`config.mk`:
```
export PLATFORM = sky130hd
export DESIGN_NAME = dsh_queue
export DESIGN_NICKNAME = d
export VERILOG_FILES = /design/src/rtl/dsh_pkg.sv /design/src/rtl/dsh_queue.sv
export SDC_FILE = /design/constraint.sdc
export NUM_CORES = 1
export LEC_CHECK = 0
export BUFFER_PORTS_ARGS = -buffer_cell sky130_fd_sc_hd__buf_4
export CAP_MARGIN = 20
export CORE_ASPECT_RATIO = 1.1
export CORE_MARGIN = 2
export CORE_UTILIZATION = 40
export CTS_CLUSTER_SIZE = 28
export DETAILED_ROUTE_END_ITERATION = 12
export PLACE_DENSITY = 0.69
export RECOVER_POWER = 100
export REMOVE_ABC_BUFFERS = 1
export SLEW_MARGIN = 20
export SYNTH_ARGS = -nofsm -noshare
export SYNTH_HDL_FRONTEND = slang
export SYNTH_SLANG_ARGS = --single-unit
```
`constraint.sdc`:
```
create_clock -name clk -period 8.5 [get_ports clk]
set_clock_uncertainty 0.1 [all_clocks]
set_input_delay 0.425 -clock clk [delete_from_list [all_inputs] [get_ports clk]]
set_output_delay 0.425 -clock clk [all_outputs]
set_load 0.05 [all_outputs]
```
`src/rtl/dsh_pkg.sv`:
```
// ----------------------------------------------------------------------------
// dsh_pkg
// Shared widths, register codes and helpers of the wrapping terrain generator.
// ----------------------------------------------------------------------------
package dsh_pkg;

  localparam int MAX_LEVELS_DEF = 8;
  localparam int SAMPLE_W       = 16;
  localparam int HEIGHT_W       = 32;
  localparam int SCALE_W        = 31;
  localparam int RATIO_W        = 16;
  localparam int COUNT_W        = 4;
  localparam int GRID_W         = 8;
  localparam int CFG_IDX_W      = 2;
  localparam int CFG_DATA_W     = 32;
  localparam int OUT_DATA_W     = 2 * GRID_W + HEIGHT_W;
  localparam int SUM_W          = HEIGHT_W + 3;
  localparam int PROD_W         = SCALE_W + 1 + SAMPLE_W;

  localparam logic [SCALE_W-1:0] INIT_SCALE_RST = SCALE_W'(65536);
  localparam logic [RATIO_W-1:0] RATIO_RST      = RATIO_W'(32768);
  localparam logic [COUNT_W-1:0] COUNT_RST      = COUNT_W'(8);

  typedef enum logic [CFG_IDX_W-1:0] {
    CFG_INIT_SCALE  = 2'd0,
    CFG_LEVEL_RATIO = 2'd1,
    CFG_LEVEL_COUNT = 2'd2
  } cfg_reg_t;

  // queue entry: row, column, four neighbour addresses, scale, sample, last
  function automatic int item_width(input int levels);
    return 2 * levels + 4 * (2 * levels) + SCALE_W + SAMPLE_W + 1;
  endfunction

endpackage

```
`src/rtl/dsh_queue.sv`:
```
// ----------------------------------------------------------------------------
// dsh_queue
// Two-entry queue between traversal and grid arithmetic.
// ----------------------------------------------------------------------------
module dsh_queue import dsh_pkg::*; #(
  parameter int W = item_width(MAX_LEVELS_DEF)
) (
  input  logic         clk,
  input  logic         rst_n,
  input  logic         push_i,
  input  logic [W-1:0] data_i,
  output logic         full_o,
  input  logic         pop_i,
  output logic         vld_o,
  output logic [W-1:0] data_o
);

  logic [W-1:0] ent_r [2];
  logic         wp_r, rp_r;
  logic [1:0]   cnt_r;

  assign full_o = (cnt_r == 2'd2);
  assign vld_o  = (cnt_r != 2'd0);
  assign data_o = ent_r[rp_r];

  always_ff @(posedge clk) begin
    if (!rst_n) begin
      wp_r  <= 1'b0;
      rp_r  <= 1'b0;
      cnt_r <= 2'd0;
    end else begin
      if (push_i) wp_r <= !wp_r;
      if (pop_i)  rp_r <= !rp_r;
      cnt_r <= cnt_r + 2'(push_i) - 2'(pop_i);
    end
  end

  always_ff @(posedge clk) begin
    if (push_i) ent_r[wp_r] <= data_i;
  end

endmodule

```
==> results.md <==
* Status: complete, but fails checks
* Drt initial violations at 199
* Reg2Reg Depth at 2
* Leading cell type in the layout, fill and taps excluded: edfxtp_1
* Pin count of the biggest net entering global routing at 74
* Routed wire per std cell at ~17 microns
* Area contributors post-synth: edfxtp_1, mux2_2, clkbuf_8
* IO Count at 262
* Final WL at 19.6 mm
* Synth Cell Area at between 9000 and 10000 sq um
* Clock slew seen by the registers of the worst setup and hold paths at 60 ps
* Number of global-route vias before repair at about 6000
* Pwr dens at roughly 240 nW/um^2
* Pint at around 2.4 mW
* Sw frac at a little over a quarter
* Sequential Power Share at a little under half
* Fmax at around 180 MHz
* Pre-antenna DRT Iters at 6
* Crit path capture type: flop
* Worst Hold Launch: rst_n
* Max Buffers Root-to-Sink at 3
* Gpl congestion at slightly above 0.7
* GRT Residual Overflow at 0
* Critical Path Start: wp_r
* Die Ht at about 170 microns
* Cell Rows at between 50 and 60
* Max-slew headroom at -174%
* Syn Area/Cell at 22.8 sq um
* Clock latency on the worst-skew pair at around 500 ps
* Via density at about 4.6
* Pwr Total at 3.22 mW
* Initial antenna violation count at 1
* Mapped Cells at between 400 and 500
* Via count at ~5300
* CTS buffer count at 27
* Final critical-path share of the clock period at between 60% and 70%
* Hold Crit Endpoint: wp_r
* Worst EP required at between 8000 and 9000 ps
* Synth area leader: edfxtp_1
* Hold_ws at approximately 51 ps
* Critical Path Fanout Max at between 70 and 80
* P&R area growth vs syn at 40.0%
* Crit-path cells: and2_0 > clkbuf_2
* Critical R2R Launch: wp_r
* Placement Setup Slack at 5560 ps
* CTS root buffer: clkbuf_16
* Crit path kind: flop to flop
* Hold Crit Class: input port to flop
* Synthesis Warnings at 0
* Post-Synth XOR/XNOR Area at less than 1%
* RSZ-0062 raised after global routing: no
* Startpoint types: flop
* Clk pwr share at 36.4%
* Post-synthesis sequential area ratio at around 80%
* Setup TNS at 0 ps
* Compound-Gate Fraction of Synth Area at less than 1%
* Tightest Pin Transition at 4110 ps
* Share of layout cells above drive strength 1 at between 30% and 40%
* Comb pwr share at 16.3%
* Total Routing Usage GR at between 10% and 20%
* Mux contribution to synthesized area at 15.1%
* Adder-cell share of the synthesized area at less than 1%
* CP top delay family: simple AND/OR/NAND/NOR gates
* Leakage at about 4.7 nW
* H-tree levels at 1
* R2r setup slk at about 3000 ps
* CP Depth at 2
* Synth unique cells at 13
* Max Cap Viol at 5
* R2r endpoint: ent_r[1][11]
* Final min period at roughly 5400 ps
* Crit path largest cell delay at 2680 ps
* Worst vdd ir at roughly 0.18 mV
* Main combinational cell family by area after synthesis: multiplexers
* Final Cell Area at between 10000 and 15000 sq um
* DP Area at 11700 sq um
* Die X at between 150 and 200 microns
* Core area at between 20000 and 25000 sq um
* Initial Util at approximately 40%
* Hold Crit Depth at 2
* CP max-delay cell: and2_0
* Failing checks: max-capacitance violations, max-slew violations
* Finish-stage setup viols at 0
* Synth top area share at around four fifths
* IO Port Bufs at roughly 260
* Clock sinks at approximately 260
* Most frequent cells in the layout: edfxtp_1, clkbuf_1, dlygate4sd3_1
* Final hold violations at 0
* Setup WS post-layout at 3090 ps
* Residual DRC at 0
* Full die area at 25100 sq um
* CP arrival at 5400 ps
* CP bufs+invs at 1
* Simple-gate share of the synthesized area at 0.591%
* Pins over their slew limit at 324
* Post-DP HPWL at 11.9 mm
* Post-CTS Setup Inserts at 0
* Sw Pwr at roughly 0.85 mW
* FF+latch count, synth at 261
* First-pass GRT wire length at approximately 30 mm
* DRT antenna net count at 0
* CTS tree: yes
* Final nets at about 960
[state kept, by name, summed over array words and instances (netlist names), named ones only]
register	count
ent_r	256
rp_r	1
cnt_r	2
wp_r	1
[worst max-delay path by stage]
stage / to / slack [ps]
4_1_cts: data_o[115] / 4990
3_5_place_dp: data_o[115] / 5560
3_3_place_gp: data_o[54] / 5630
6_report: ent_r[1][11] / 3090
5_1_grt: ent_r[1][11] / 2510
2_1_floorplan: ent_r[0][0] / 1760
[power by group through the flow]
stage	Clock, mW	Combinational [mW]	Sequential (mW)
3_5_place_dp	0	0.538	1.54
2_1_floorplan	0	0.354	1.55
4_1_cts	1.20	0.589	1.52
6_report	1.17	0.526	1.52
3_3_place_gp	0	0.530	1.54
5_1_grt	1.25	0.551	1.53
[per-stage QoR]
step	instances	util [%]
5_1_grt	1152	56.7
3_5_place_dp	975	49.9
3_3_place_gp	975	49.9
6_report	1152	56.7
2_1_floorplan	405	-
4_1_cts	1151	59.1
[final cells by class]
type                    count  area, sq um
inverters                   2         7.51
well taps                 305          382
repair buffers            393         2710
clock buffers              30          687
multi-input cells         142         1570
fillers                  1895        10200
flip-flops and latches    261         7790
diodes                      1         2.50
clock inverters            18          206
[cells in the mapped netlist, drive strengths merged]
cell and instances:
and2 4, edfxtp 256, xnor3 1, dfxtp 5
ha 2, nor2b 4, clkbuf 8, mux2 128
inv 2, xor2 1, o21a 1, buf 6
or2 1
[metal layers]
| layer | vias to the layer above | part of all wire, % | GRT usage [%] |
|---|---|---|---|
| met4 | 0 | 3.1 | 5.40 |
| met2 | 196 | 53 | 27.6 |
| li1 | 2484 | - | - |
| met1 | 2618 | 37 | 16.6 |
| met3 | 47 | 6.9 | 3.49 |
| met5 | - | 0 | 0 |
[kinds of logic (layout without fill, tap and decap cells)]
family	Yosys count	after routing
xor gates and xnor gates	2	2
muxes	128	128
DFF	261	261
AOI/OAI and AO/OA	1	1
buffers and inverters	16	443
adders and majority gates	2	2
and+or+nand+nor	9	9
other	0	1
[worst reg2reg max path, cell delays in order (launching register included)]
cell and delay, ps:
dfxtp_1 380, and2_0 2680, clkbuf_2 1740
[what timing repair did]
item                                   in CTS  in global routing
hold buffers                              128                  0
endpoints found under the hold margin     256                  0
gates resized for setup                     0                  0
Power figures use the tool's default switching activity.
