[src/rtl/dsh_pkg.sv]
// ----------------------------------------------------------------------------
// dsh_pkg
// Shared widths, register codes and helpers of the wrapping terrain generator.
// ----------------------------------------------------------------------------
package dsh_pkg;

  localparam int MAX_LEVELS_DEF = 8;
  localparam int SAMPLE_W       = 16;
  localparam int HEIGHT_W       = 32;
  localparam int SCALE_W        = 31;
  localparam int RATIO_W        = 16;
  localparam int COUNT_W        = 4;
  localparam int GRID_W         = 8;
  localparam int CFG_IDX_W      = 2;
  localparam int CFG_DATA_W     = 32;
  localparam int OUT_DATA_W     = 2 * GRID_W + HEIGHT_W;
  localparam int SUM_W          = HEIGHT_W + 3;
  localparam int PROD_W         = SCALE_W + 1 + SAMPLE_W;

  localparam logic [SCALE_W-1:0] INIT_SCALE_RST = SCALE_W'(65536);
  localparam logic [RATIO_W-1:0] RATIO_RST      = RATIO_W'(32768);
  localparam logic [COUNT_W-1:0] COUNT_RST      = COUNT_W'(8);

  typedef enum logic [CFG_IDX_W-1:0] {
    CFG_INIT_SCALE  = 2'd0,
    CFG_LEVEL_RATIO = 2'd1,
    CFG_LEVEL_COUNT = 2'd2
  } cfg_reg_t;

  // queue entry: row, column, four neighbour addresses, scale, sample, last
  function automatic int item_width(input int levels);
    return 2 * levels + 4 * (2 * levels) + SCALE_W + SAMPLE_W + 1;
  endfunction

endpackage

[src/rtl/dsh_front.sv]
// ----------------------------------------------------------------------------
// dsh_front
// Configuration registers and point traversal; emits one work entry per beat.
// ----------------------------------------------------------------------------
module dsh_front import dsh_pkg::*; #(
  parameter int MAX_LEVELS = MAX_LEVELS_DEF,
  localparam int CW = MAX_LEVELS + 1,
  localparam int AW = 2 * MAX_LEVELS,
  localparam int IW = item_width(MAX_LEVELS)
) (
  input  logic                  clk,
  input  logic                  rst_n,
  input  logic                  cfg_valid,
  output logic                  cfg_ready,
  input  logic [CFG_IDX_W-1:0]  cfg_index,
  input  logic [CFG_DATA_W-1:0] cfg_data,
  input  logic                  in_tvalid,
  output logic                  in_tready,
  input  logic [SAMPLE_W-1:0]   in_tdata,
  output logic                  push_o,
  output logic [IW-1:0]         item_o,
  input  logic                  full_i
);

  typedef struct packed {
    logic [MAX_LEVELS-1:0]       row;
    logic [MAX_LEVELS-1:0]       col;
    logic [3:0][AW-1:0]          nb;
    logic [SCALE_W-1:0]          scale;
    logic signed [SAMPLE_W-1:0]  sample;
    logic                        last;
  } item_t;

  logic [SCALE_W-1:0] init_scale_r;
  logic [RATIO_W-1:0] ratio_r;
  logic [COUNT_W-1:0] count_r;

  logic               act_r, act_nxt;
  logic [CW-1:0]      side_r, side_nxt;
  logic [CW-1:0]      s_r, s_nxt;
  logic [CW-1:0]      r_r, r_nxt;
  logic [CW-1:0]      c_r, c_nxt;
  logic               sq_r, sq_nxt;
  logic               odd_r, odd_nxt;
  logic [SCALE_W-1:0] scale_r, scale_nxt;

  logic [COUNT_W-1:0] lc;
  logic [CW-1:0]      side_st, cur_side, cur_s, cur_r, cur_c;
  logic               cur_sq, cur_odd;
  logic [SCALE_W-1:0] cur_scale;
  logic [CW-1:0]      up, down, left, right, col2, row2, rows;
  logic [SCALE_W+RATIO_W-1:0] sprod;
  logic               last;
  logic               accept;
  item_t              item;

  function automatic logic [MAX_LEVELS-1:0] fold(input logic [CW-1:0] x,
                                                 input logic [CW-1:0] sd);
    return (x == sd) ? '0 : x[MAX_LEVELS-1:0];
  endfunction

  assign cfg_ready = 1'b1;
  assign in_tready = !full_i;
  assign accept    = in_tvalid && !full_i;
  assign push_o    = accept;
  assign item_o    = item;

  always_ff @(posedge clk) begin
    if (!rst_n) begin
      init_scale_r <= INIT_SCALE_RST;
      ratio_r      <= RATIO_RST;
      count_r      <= COUNT_RST;
    end else if (cfg_valid) begin
      unique case (cfg_reg_t'(cfg_index))
        CFG_INIT_SCALE:  init_scale_r <= cfg_data[SCALE_W-1:0];
        CFG_LEVEL_RATIO: ratio_r      <= cfg_data[RATIO_W-1:0];
        CFG_LEVEL_COUNT: count_r      <= cfg_data[COUNT_W-1:0];
        default: ;
      endcase
    end
  end

  always_comb begin
    if (count_r == '0)                          lc = COUNT_W'(1);
    else if (count_r > COUNT_W'(MAX_LEVELS))    lc = COUNT_W'(MAX_LEVELS);
    else                                        lc = count_r;
    side_st   = CW'(1) << lc;
    cur_side  = act_r ? side_r : side_st;
    cur_s     = act_r ? s_r : (side_st >> 1);
    cur_r     = act_r ? r_r : (side_st >> 1);
    cur_c     = act_r ? c_r : (side_st >> 1);
    cur_sq    = act_r && sq_r;
    cur_odd   = act_r && odd_r;
    cur_scale = act_r ? scale_r : init_scale_r;

    up    = (cur_sq && cur_r == '0) ? cur_side - cur_s : cur_r - cur_s;
    left  = (cur_sq && cur_c == '0) ? cur_side - cur_s : cur_c - cur_s;
    down  = cur_r + cur_s;
    right = cur_c + cur_s;

    item.row    = cur_r[MAX_LEVELS-1:0];
    item.col    = cur_c[MAX_LEVELS-1:0];
    item.scale  = cur_scale;
    item.sample = in_tdata;
    if (!cur_sq) begin
      item.nb[0] = {fold(up, cur_side),   fold(left, cur_side)};
      item.nb[1] = {fold(up, cur_side),   fold(right, cur_side)};
      item.nb[2] = {fold(down, cur_side), fold(left, cur_side)};
      item.nb[3] = {fold(down, cur_side), fold(right, cur_side)};
    end else begin
      item.nb[0] = {fold(up, cur_side),    fold(cur_c, cur_side)};
      item.nb[1] = {fold(down, cur_side),  fold(cur_c, cur_side)};
      item.nb[2] = {fold(cur_r, cur_side), fold(left, cur_side)};
      item.nb[3] = {fold(cur_r, cur_side), fold(right, cur_side)};
    end

    sprod = cur_scale * ratio_r + (SCALE_W+RATIO_W)'(32768);
    col2  = cur_c + (cur_s << 1);
    row2  = cur_r + (cur_s << 1);
    rows  = cur_r + cur_s;

    act_nxt   = 1'b1;
    side_nxt  = cur_side;
    s_nxt     = cur_s;
    r_nxt     = cur_r;
    c_nxt     = col2;
    sq_nxt    = cur_sq;
    odd_nxt   = cur_odd;
    scale_nxt = cur_scale;
    last      = 1'b0;
    if (!cur_sq) begin
      if (col2 >= cur_side) begin
        c_nxt = cur_s;
        r_nxt = row2;
        if (row2 >= cur_side) begin
          sq_nxt  = 1'b1;
          r_nxt   = '0;
          c_nxt   = cur_s;
          odd_nxt = 1'b0;
        end
      end
    end else if (col2 >= cur_side) begin
      odd_nxt = !cur_odd;
      if (rows >= cur_side) begin
        scale_nxt = sprod[RATIO_W +: SCALE_W];
        s_nxt     = cur_s >> 1;
        sq_nxt    = 1'b0;
        odd_nxt   = 1'b0;
        if ((cur_s >> 1) == '0) begin
          act_nxt = 1'b0;
          last    = 1'b1;
          r_nxt   = '0;
          c_nxt   = '0;
        end else begin
          r_nxt = cur_s >> 1;
          c_nxt = cur_s >> 1;
        end
      end else begin
        r_nxt = rows;
        c_nxt = !cur_odd ? '0 : cur_s;
      end
    end
    item.last = last;
  end

  always_ff @(posedge clk) begin
    if (!rst_n) begin
      act_r <= 1'b0;
      sq_r  <= 1'b0;
      odd_r <= 1'b0;
    end else if (accept) begin
      act_r <= act_nxt;
      sq_r  <= sq_nxt;
      odd_r <= odd_nxt;
    end
  end

  always_ff @(posedge clk) begin
    if (accept) begin
      side_r  <= side_nxt;
      s_r     <= s_nxt;
      r_r     <= r_nxt;
      c_r     <= c_nxt;
      scale_r <= scale_nxt;
    end
  end

endmodule

[config.mk]
export PLATFORM = sky130hd
export DESIGN_NAME = dsh_front
export DESIGN_NICKNAME = d
export VERILOG_FILES = /design/src/rtl/dsh_pkg.sv /design/src/rtl/dsh_front.sv
export SDC_FILE = /design/constraint.sdc
export NUM_CORES = 2
export LEC_CHECK = 0
export BUFFER_PORTS_ARGS = -buffer_cell sky130_fd_sc_hd__buf_4
export CAP_MARGIN = 20
export CORE_MARGIN = 1
export CORE_UTILIZATION = 40
export DETAILED_ROUTE_END_ITERATION = 10
export PLACE_DENSITY = 0.68
export SYNTH_ARGS = -nofsm -noshare
export SYNTH_HDL_FRONTEND = slang
export SYNTH_SLANG_ARGS = --single-unit
[constraint.sdc]
create_clock -name clk -period 8.5 [get_ports clk]
set_input_delay 0.85 -clock clk [delete_from_list [all_inputs] [get_ports clk]]
set_output_delay 0.85 -clock clk [all_outputs]
set_load 0.01 [all_outputs]
==> out/metrics.csv <==
metric,value,unit
Slew @ Worst Pin,1.12,ns
grt peak-use layer,met2,
Post-Syn Area,25600,um^2
layout cells sized above 1,0.0969,
Avg WL per Cell,18.7,um
Async SR Flop Fraction,0,
Post-DP HPWL,55.8,mm
Die Ht,255,um
Final Cycle Share,0.911,
Net Sw Frac,0.392,
Critical Path AT,7.98,ns
Initial Utilization,0.405,
pre-CTS setup slack,0.793,ns
"Area growth, synth to finish",9.38,%
I/O pins,186,
Sw Pwr,1.02,mW
most frequent cells in the layout,"543 x inv_1, 413 x nand2_1, 410 x fa_1, 229 x and2_1, 224 x ha_1",
FILL cells,6238,
Pleak,13.3,nW
drc violations,0,
clk_lat worst skew,0.41,ns
post-synth cell types,78,
syn nets,3666,
sequential share of power,0.269,
CTS tree,yes,
vias in the first global route,20581,
nets@finish,3711,
crit path kind,reg -> reg,
via count,20592,
met3 Use GR,0.0261,
met2 global-route usage,0.379,
post-CTS sizing,0,
PD cells,93.1,nW/um^2
RSZ-0062 raised after global routing,false,
register bit count reported by yosys,121,
Util after Layout,0.443,
post-route cell area,28000,um^2
fin crit period,7.74,ns
final hold vios,0,
Site Rows,92,
final setup TNS,0,ns
CP required,8.74,ns
Post-DP Area,27400,um^2
crit start category,register,
maximum clock path buffer count,2,
Comb power frac,0.453,
largest net degree at the start of global routing,72,
Die X,255,um
Setup WS post-layout,0.757,ns
"Setup violations, final",0,
status,"complete, no violations",
Post-Route Skew,0.00867,ns
Num Clock Sinks,121,
internal power,1.58,mW
first-pass GRT wire length,116,mm
Clock Power Share,0.277,
H-tree level count,4,
Rel. slew slack,0.256,
syn avg cell area,8.59,um^2
Worst Setup End Kind,register,
gr ovfl total,0,
core footprint,63100,um^2
Post-synth EDFFs,67,
number of buffers added on ports,151,
Worst IR Drop VDD,116,uV
CTS root buf,clkbuf_16,
hold_buf cts,0,
Most used DFF post-synth,edfxtp_1,
total track usage,0.229,
Syn. warnings,0,
"Seq/Total Area, Yosys",0.121,
die footprint,64900,um^2
initial antenna violation count,5,
Post-CTS Setup Inserts,0,
M1 GR Usage,0.317,
initial DRC count,1526,
CTS Buf Count,17,
antenna-violating nets left,0,
1st-pass router iterations,5,
total length of routed wires,72.6,mm
Achievable Freq,129,MHz
Hold Path Class,reg -> reg,
GP Congestion,0.904,
Max Cap Violations,0,
Final Max Slew Viols,0,
"commonest non-fill, non-tap cell in the layout",inv_1,
highest net fanout along the worst path,33,
Syn Inst Count,2977,
vias per std cell,5.30,
Worst-path clk slew,0.06,ns
[worst paths after layout]
check,start,to,slack [ns],cells after the start
setup / recovery,act_r,scale_r[27],0.76,23
hold / removal,init_scale_r[13],init_scale_r[13],0.45,2
setup reg to reg,act_r,scale_r[27],0.76,23
hold reg to reg,init_scale_r[13],init_scale_r[13],0.45,2
[per-layer routing]
metal,wire length (um),up-vias
met1,31400,10271
met2,34500,752
met4,1870,6
met3,4840,125
met5,36,-
li1,-,9438
[flip-flops by register name (all words and copies together) (netlist names)]
| name | count |
|---|---|
| c_r | 9 |
| ratio_r | 16 |
| side_r | 9 |
| act_r | 1 |
| r_r | 9 |
| sq_r | 1 |
| count_r | 4 |
| init_scale_r | 31 |
| scale_r | 31 |
| odd_r | 1 |
| s_r | 9 |
[synthesized netlist by cell type, types with 5 or more instances]
master	count	area (um^2)
inv_1	544	2040
nand2_1	413	1550
fa_1	410	8210
and2_1	228	1430
ha_1	224	2800
a21oi_1	196	981
clkbuf_1	128	480
nor2_1	112	420
xnor2_1	82	718
edfxtp_1	67	2010
dfxtp_1	54	1080
o21ai_0	46	230
a21o_1	34	255
mux2_2	34	383
nand3_1	30	150
buf_4	29	218
o31ai_1	29	218
xor2_1	28	245
nor3_1	24	120
a211oi_1	23	173
nand2b_1	19	119
o21bai_1	19	143
nand4_1	18	113
o21a_1	16	120
nor2b_1	15	93.8
mux2i_1	13	130
o211ai_1	13	97.6
buf_2	9	45.0
a221oi_1	7	61.3
and3_1	7	43.8
buf_1	7	26.3
nor4_1	7	43.8
o22ai_1	7	43.8
o31a_1	6	52.6
a311oi_1	5	43.8
[cells by family after synthesis]
logic type                 count (synthesis)  share of synthesized area
DFF                                      121                      0.121
AOI/OAI and AO/OA                        441                      0.109
other                                      1                   0.000147
muxes                                     48                     0.0206
xor gates and xnor gates                 111                     0.0386
adders and majority gates                634                      0.431
and+or+nand+nor                          897                      0.169
buffers and inverters                    724                      0.111
[through the flow]
stage	power [mW]	hold slack, ns	instances
after floorplan	1.48	0.434	2977
after global placement	1.86	0.442	3849
after detailed placement	1.88	0.445	3849
after CTS	2.60	0.453	3881
after global routing	2.75	0.468	3882
final	2.60	0.452	3882
[critical path, stage by stage (launching register included)]
cell      delay [ns]
dfxtp_4         0.66
mux2_2          0.61
and2_1          0.27
fa_1            0.53
inv_1           0.05
fa_1            0.40
fa_1            0.54
inv_1           0.05
fa_1            0.49
fa_1            0.50
inv_1           0.06
fa_1            0.48
inv_1           0.04
ha_1            0.33
a21oi_1         0.19
o211ai_1        0.12
o311ai_0        0.38
buf_4           0.22
nor4_1          0.09
o31ai_1         0.58
o21ai_0         0.32
o21a_1          0.26
o21a_1          0.17
o31ai_1         0.21
[power by group through the flow]
stage | logic [mW] | registers (mW) | clock network (mW)
finish | 1.18 | 0.701 | 0.721
global route | 1.29 | 0.705 | 0.750
CTS | 1.17 | 0.700 | 0.725
detailed placement | 1.17 | 0.712 | 0
global placement | 1.15 | 0.711 | 0
floorplan | 0.799 | 0.683 | 0
[area by class of cell]
type	instances	area, um^2	share of cell area
inverters	550	2060	0.0738
flip-flops and latches	121	3100	0.111
multi-input cells	2132	19700	0.703
well taps	846	1060	0.0379
diodes	1	2.50	0.0000895
repair buffers	200	1500	0.0537
clock inverters	14	155	0.00555
clock buffers	18	429	0.0153
No activity file was read; power rests on OpenSTA's default activity.
